## src/hdl/bavg_ram.sv

```systemverilog
`timescale 1ns / 1ps
// ============================================================================
// bavg_ram
// Generic single write port, single read port RAM with a registered read.
// ============================================================================
module bavg_ram #(
    parameter int WIDTH = 8,
    parameter int DEPTH = 16
) (
    input  logic                     clk,
    input  logic                     we,
    input  logic [$clog2(DEPTH)-1:0] waddr,
    input  logic [WIDTH-1:0]         wdata,
    input  logic                     re,
    input  logic [$clog2(DEPTH)-1:0] raddr,
    output logic [WIDTH-1:0]         rdata
);

    logic [WIDTH-1:0] mem_reg [DEPTH];

    always_ff @(posedge clk)
    begin
        if (we)
        begin
            mem_reg[waddr] <= wdata;
        end
        if (re)
        begin
            rdata <= mem_reg[raddr];
        end
    end

endmodule

```

## config.mk

```make
export PLATFORM = sky130hd
export DESIGN_NAME = bavg_ram
export DESIGN_NICKNAME = d
export VERILOG_FILES = /design/src/hdl/bavg_ram.sv
export SDC_FILE = /design/constraint.sdc
export NUM_CORES = 1
export LEC_CHECK = 0
export ABC_AREA = 1
export BUFFER_PORTS_ARGS = -buffer_cell sky130_fd_sc_hd__buf_2
export CORE_UTILIZATION = 50
export CTS_BUF_LIST = sky130_fd_sc_hd__clkbuf_4
export DETAILED_ROUTE_END_ITERATION = 6
export HOLD_SLACK_MARGIN = 0.1
export PLACE_DENSITY = 0.76
export RECOVER_POWER = 100
export SYNTH_ARGS = -nofsm -noshare
export SYNTH_HDL_FRONTEND = slang
export SYNTH_SLANG_ARGS = --single-unit
```

## constraint.sdc

```tcl
create_clock -name clk -period 3.03 [get_ports clk]
set_input_delay 0.7575 -clock clk [delete_from_list [all_inputs] [get_ports clk]]
set_output_delay 0.7575 -clock clk [all_outputs]
set_load 0.005 [all_outputs]
```

==> results.md, run 1 <==
- Outcome: finished, final reports clean
- Sequential area share after synthesis: 0.6985
- Flop-to-flop setup slack: 1870 ps
- DRT Pass-1 Iters: 6
- DR WL/cell: between 15 and 20 um
- Cell area power density: slightly below 600 nW/um^2
- WS Path Type: input pin to register
- Total DRC errors in the routed layout: 0
- CTS Buf Count: 17
- CTS tree: built
- Hold Path Class: input pin to register
- Global-route wire length before repair: 20.27 mm
- # resized after CTS: 0
- CTS clk-pin slew, worst paths: roughly 120 ps
- Core Footprint: 11,420 sq um
- Max-slew violations: 0
- Worst relative slew slack: 0.3427
- #FFs+latches synth: 136
- Worst VDD drop: 0.3950 mV
- Num rows: 39
- Final WL: roughly 13 mm
- Setup crit end kind: register
- Die Wd: approximately 110 um
- Share of cells above drive strength 1: 0.07155
- Hpwl dp: 8.285 mm
- Mean post-synth cell area: 10.61 sq um
- Layout net count: 593
- Total gr overflow: 0
- Ys async rst share: 0
- Req. time, crit path: between 3000 and 4000 ps
- Synth top area share: 0.6985
- Top FF cell, synth: edfxtp_1
- Final min period: 2135 ps
- Worst-path maximum fanout: 33
- Tcrit/Tclk final: 0.7045
- Max-Cap Viols: 0
- Antenna violations before repair: 0
- ANT cells: 0
- F_max: between 400 and 500 MHz
- Htree depth: 4
- Mapped Nets: between 500 and 600
- Critical Path AT: 2450 ps
- Max reg flops: 128
- # IOs: 27
- Clk buf depth: 2
- Vias in the first global route: ~3,800
- Tot Pwr: 3.701 mW
- Die Ht: 110.1 um
- GRT Util Overall: 0.2402
- Worst-Margin Slew: just under 1000 ps
- Leading area contributor after synthesis: edfxtp_1
- Post-synth top cells: 173 x nand2_1, 136 x edfxtp_1, 100 x inv_1
- Final Wtd Congestion: 0.9891
- Final hold vios: 0
- Mapped Cells: around 550
- Root Buffer: clkbuf_4
- Final setup violation count: 0
- DRT iter0 DRCs: ~400
- Worst Clk Skew: 15.46 ps
- Hold Buf Count CTS: 0
- Clk_lat worst skew: 540 ps
- Via count: 3,914
- Top area cells in the synthesized netlist: edfxtp_1 70%, nand2_1 11%, nand3_1 8.3%
- Synth Cell Area: 5847 sq um
- Setup crit start kind: input pin
- Buffers on Ports: 26
- Count leader, synth: nand2_1
- Pin count of the biggest net entering global routing: 65
- RSZ-0062 raised after global routing: false
- Netlist cell types: 11
- # clock sinks: 136
- Initial core utilization: 0.5121
- Area growth syn-to-layout: 8.110%
- EDFF count, synth: between 100 and 150
- Fin Setup TNS: 0 ps
- Routed Antenna Nets: 0
- Setup bufs post-CTS: 0
- P_leak: 2.657 nW
- Number of fillers in the final layout: 988
- Die area: 12,130 sq um
- Vias/cell: 5.362
- Yosys warnings: 0
==> critical path, cell delays in order <==
cell and delay, ps:
buf_2 460, inv_1 620, nand3_1 260, nand3_1 150
nand3_1 120, nand2_1 50
==> stage by stage <==
step           instance area, sq um  hold slack (ps)  worst slack (ps)  instances  utilization
2_1_floorplan                  5847            682.9              1322        551            -
3_3_place_gp                   6017            767.8             625.1        698       0.5270
3_5_place_dp                   6017            765.6             637.5        698       0.5270
4_1_cts                        6345            536.4              1111        730       0.5557
5_1_grt                        6321            633.7             816.3        730       0.5536
6_report                       6321            675.0             895.4        730       0.5536
==> worst paths after layout <==
kind                             from            endpoint  cells past startpoint
min                          raddr[3]  rdata[5]$_DFFE_PP_                      3
max reg2reg   mem_reg[4][4]$_DFFE_PP_  rdata[4]$_DFFE_PP_                      6
min reg2reg  mem_reg[11][5]$_DFFE_PP_  rdata[5]$_DFFE_PP_                      6
max                          raddr[1]  rdata[6]$_DFFE_PP_                      6
==> final cells by class <==
class / count / area (sq um) / area share
Tap cell: 143 / 178.9 / 0.02831
Multi-Input combinational cell: 289 / 1214 / 0.1920
Timing Repair Buffer: 28 / 133.9 / 0.02118
Inverter: 102 / 382.9 / 0.06057
Clock buffer: 17 / 127.6 / 0.02019
Clock inverter: 15 / 200.2 / 0.03167
Sequential cell: 136 / 4084 / 0.6461
==> cell usage in the layout, fill, tap and decap left out, drive strengths merged <==
| cell type | count |
|---|---|
| nand2 | 173 |
| edfxtp | 136 |
| inv | 105 |
| nand3 | 97 |
| clkbuf | 36 |
| nor2 | 17 |
| buf | 9 |
| clkinvlp | 4 |
| bufinv | 4 |
| clkinv | 4 |
| nand3b | 2 |
==> cell families after synthesis <==
family,share of synthesized area
buffers and inverters,0.09394
flip-flops,0.6985
AND/OR/NAND/NOR,0.2076
==> layer usage <==
| metal | GRT usage | vias up | wire length, um |
|---|---|---|---|
| met5 | 0 | - | 0 |
| li1 | - | 1826 | - |
| met1 | 0.3122 | 1845 | 5170 |
| met2 | 0.3884 | 206 | 6280 |
| met4 | 0.07519 | 0 | 221 |
| met3 | 0.07407 | 37 | 1138 |
==> report_power, final <==
| group | switching, mW | total (mW) | internal, mW |
|---|---|---|---|
| logic | 0.181 | 0.242 | 0.0617 |
| clock network | 0.670 | 1.33 | 0.657 |
| registers | 0.0134 | 2.13 | 2.12 |
| total | 0.864 | 3.70 | 2.84 |
(Power assumes the default switching activity.)
==> run 2: changes to the inputs <==
Clock period 3.03 ns to 2.2 ns, I/O delays scaled along.
==> results.md, run 2 (synthesis results as in run 1) <==
- Outcome: finished, final reports clean (unchanged)
- Cell repeated most along the worst path: nand2_1 (was nand3_1)
- Root Buffer: clkbuf_4 (unchanged)
- Routed length on met2: 6.190 mm (was 6.280 mm)
- Final min period: 1832 ps
- Die Wd: 110.1 um (unchanged)
- CP top delay family: buffers and inverters (unchanged)
- Flop-to-flop setup slack: 990 ps (was 1870 ps)
- Share of cells above drive strength 1: 0.06977 (was 0.07155)
- CTS Buf Count: 17 (unchanged)
- Layout net count: 609 (was 593)
- Via count: 3,890 (was 3,914)
- RSZ-0062 raised after global routing: false (unchanged)
- Die area: 12,130 sq um (unchanged)
- Critical path, cell by cell: clkbuf_1, clkinv_1, clkbuf_4, nand2_1, nand2_1, nand2_1, nand3_1, nand3_1, nand2_1 (was buf_2, inv_1, nand3_1, nand3_1, nand3_1, nand2_1)
- Worst reg2reg path depth: 6 (unchanged)
- Max Used Layer: met4 (unchanged)
- Worst Clk Skew: 22.42 ps (was 15.46 ps)
- Setup bufs post-CTS: 0 (unchanged)
- RR Startpoint: mem_reg[6][5]$_DFFE_PP_ (was mem_reg[4][4]$_DFFE_PP_)
- Internal Power: 4.236 mW (was 2.837 mW)
- Htree depth: 4 (unchanged)
- Hpwl dp: 7.705 mm (was 8.285 mm)
- Critical R2R Capture: rdata[5]$_DFFE_PP_ (was rdata[4]$_DFFE_PP_)
- WL met1: 5.374 mm (was 5.170 mm)
- Hold Path Origin: raddr[3] (unchanged)
- Critical Path AT: 2120 ps (was 2450 ps)
- CTS clk-pin slew, worst paths: 130 ps (was 120 ps)
- Clk_lat worst skew: 530 ps (was 540 ps)
- WS Path Type: input pin to register (unchanged)
- Vias in the first global route: 3,566 (was 3,763)
- Antenna violations before repair: 0 (unchanged)
- CTS tree: built (unchanged)
- Final hold vios: 0 (unchanged)
- Clk buf depth: 2 (unchanged)
- Crit-path slowest cell: clkbuf_4 (was inv_1)
- Commonest non-fill, non-tap cell in the layout: nand2_1 (unchanged)
- Met3 WL post-DR: 954 um (was 1.138 mm)
- Hold Path Class: input pin to register (unchanged)
- Worst VDD drop: 0.4193 mV (was 0.3950 mV)
- Max stage delay on crit path: 480 ps (was 620 ps)
- Worst relative slew slack: 0.3987 (was 0.3427)
- # IOs: 27 (unchanged)
- Total gr overflow: 0 (unchanged)
- Max-Cap Viols: 0 (unchanged)
- Total DRC errors in the routed layout: 0 (unchanged)
- Most frequent cells in the layout: 173 x nand2_1, 136 x edfxtp_1, 100 x inv_1 (was 173 x nand2_1, 136 x edfxtp_1, 101 x inv_1)
- ANT cells: 0 (unchanged)
- Routed Antenna Nets: 0 (unchanged)
- # clock sinks: 136 (unchanged)
- Pin count of the biggest net entering global routing: 65 (unchanged)
- Initial core utilization: 0.5121 (unchanged)
- Die Ht: 110.1 um (unchanged)
- Buf/Inv on CP: 3 (was 2)
- Tot Pwr: 5.368 mW (was 3.701 mW)
- Max-slew violations: 0 (unchanged)
- Setup crit start kind: input pin (unchanged)
- Num rows: 39 (unchanged)
- Final WL: 12.75 mm (was 12.81 mm)
- F_max: about 550 MHz
- Tcrit/Tclk final: 0.8327
- NetSw: 1.133 mW (was 0.8643 mW)
- DRT iter0 DRCs: 296 (was 403)
- P_leak: 2.710 nW (was 2.657 nW)
- Worst-path maximum fanout: 64 (was 33)
- Global-route wire length before repair: 19.43 mm (was 20.27 mm)
- Setup crit end kind: register (unchanged)
- Area growth syn-to-layout: 10.01% (was 8.110%)
- Fin Setup TNS: 0 ps (unchanged)
- Vias/cell: 5.221 (was 5.362)
- # resized after CTS: 0 (unchanged)
- Buffers on Ports: 26 (unchanged)
- Switching Fraction: 0.2110 (was 0.2335)
- Comb pwr share: 0.062 (was 0.065)
- Req. time, crit path: 2490 ps (was 3340 ps)
- Worst Hold Path Cells: 3 (unchanged)
- Cell area power density: 834.6 nW/um^2 (was 585.5 nW/um^2)
- DRT Pass-1 Iters: 5 (was 6)
- Hold endpoint: rdata[5]$_DFFE_PP_ (unchanged)
- Worst-Margin Slew: 901.9 ps (was 985.9 ps)
- Part of the power in the clock network: 0.392 (was 0.359)
- GRT Util Overall: 0.2296 (was 0.2402)
- DR WL/cell: 17.12 um (was 17.55 um)
- Max reg flops: 128 (unchanged)
- Core Footprint: 11,420 sq um (unchanged)
- Final setup violation count: 0 (unchanged)
- Sequential power share: 0.546 (was 0.576)
- Final Wtd Congestion: 0.8453 (was 0.9891)
- Hold Buf Count CTS: 0 (unchanged)
-- run 2: power groups by stage --
stage	Sequential [mW]	Clock (mW)	Combinational (mW)
4_1_cts	2.93	2.14	0.344
2_1_floorplan	2.99	0	0.205
5_1_grt	2.94	2.24	0.368
6_report	2.93	2.10	0.332
3_3_place_gp	2.99	0	0.334
3_5_place_dp	2.99	0	0.341
-- run 2: cell type report --
class,count,area (sq um)
fill,994,4986
sequential,136,4084
multi-input combinational,289,1214
inverter,102,382.9
clock inverter,14,254.0
timing repair buffer,44,191.4
tap,143,178.9
clock buffer,17,127.6
-- run 2: per-layer routing --
layer / vias to the layer above / global-route usage
met4: 0 / 0.08083
met1: 1849 / 0.3129
met2: 161 / 0.3643
met3: 21 / 0.05350
met5: - / 0
li1: 1859 / -
-- run 2: worst register-to-register path: cells and delay by family (launching register included) --
kind	cells	cell delay, ps
and+or+nand+nor	5	540
buffers and inverters	1	60
DFF	1	390
-- run 2: how the worst max path moves through the flow --
stage | from | endpoint | slack [ps] | depth (start not counted)
CTS | rdata[1]$_DFFE_PP_ | rdata[1] | 520 | 1
global route | raddr[0] | rdata[2]$_DFFE_PP_ | 270 | 9
detailed placement | raddr[0] | rdata[5]$_DFFE_PP_ | 310 | 8
finish | raddr[0] | rdata[2]$_DFFE_PP_ | 370 | 9
global placement | waddr[2] | mem_reg[0][6]$_DFFE_PP_ | 310 | 4
floorplan | waddr[2] | mem_reg[10][0]$_DFFE_PP_ | 700 | 2
-- run 2: through the flow --
| step | utilization | worst slack (ps) | cells | cell area, sq um | hold slack, ps |
|---|---|---|---|---|---|
| 6_report | 0.5633 | 368.0 | 745 | 6432 | 470.2 |
| 5_1_grt | 0.5633 | 270.7 | 745 | 6432 | 441.5 |
| 4_1_cts | 0.5709 | 515.7 | 745 | 6519 | 335.4 |
| 3_5_place_dp | 0.5375 | 306.2 | 714 | 6137 | 724.1 |
| 3_3_place_gp | 0.5375 | 312.2 | 714 | 6137 | 722.4 |
| 2_1_floorplan | - | 699.2 | 551 | 5847 | 648.9 |
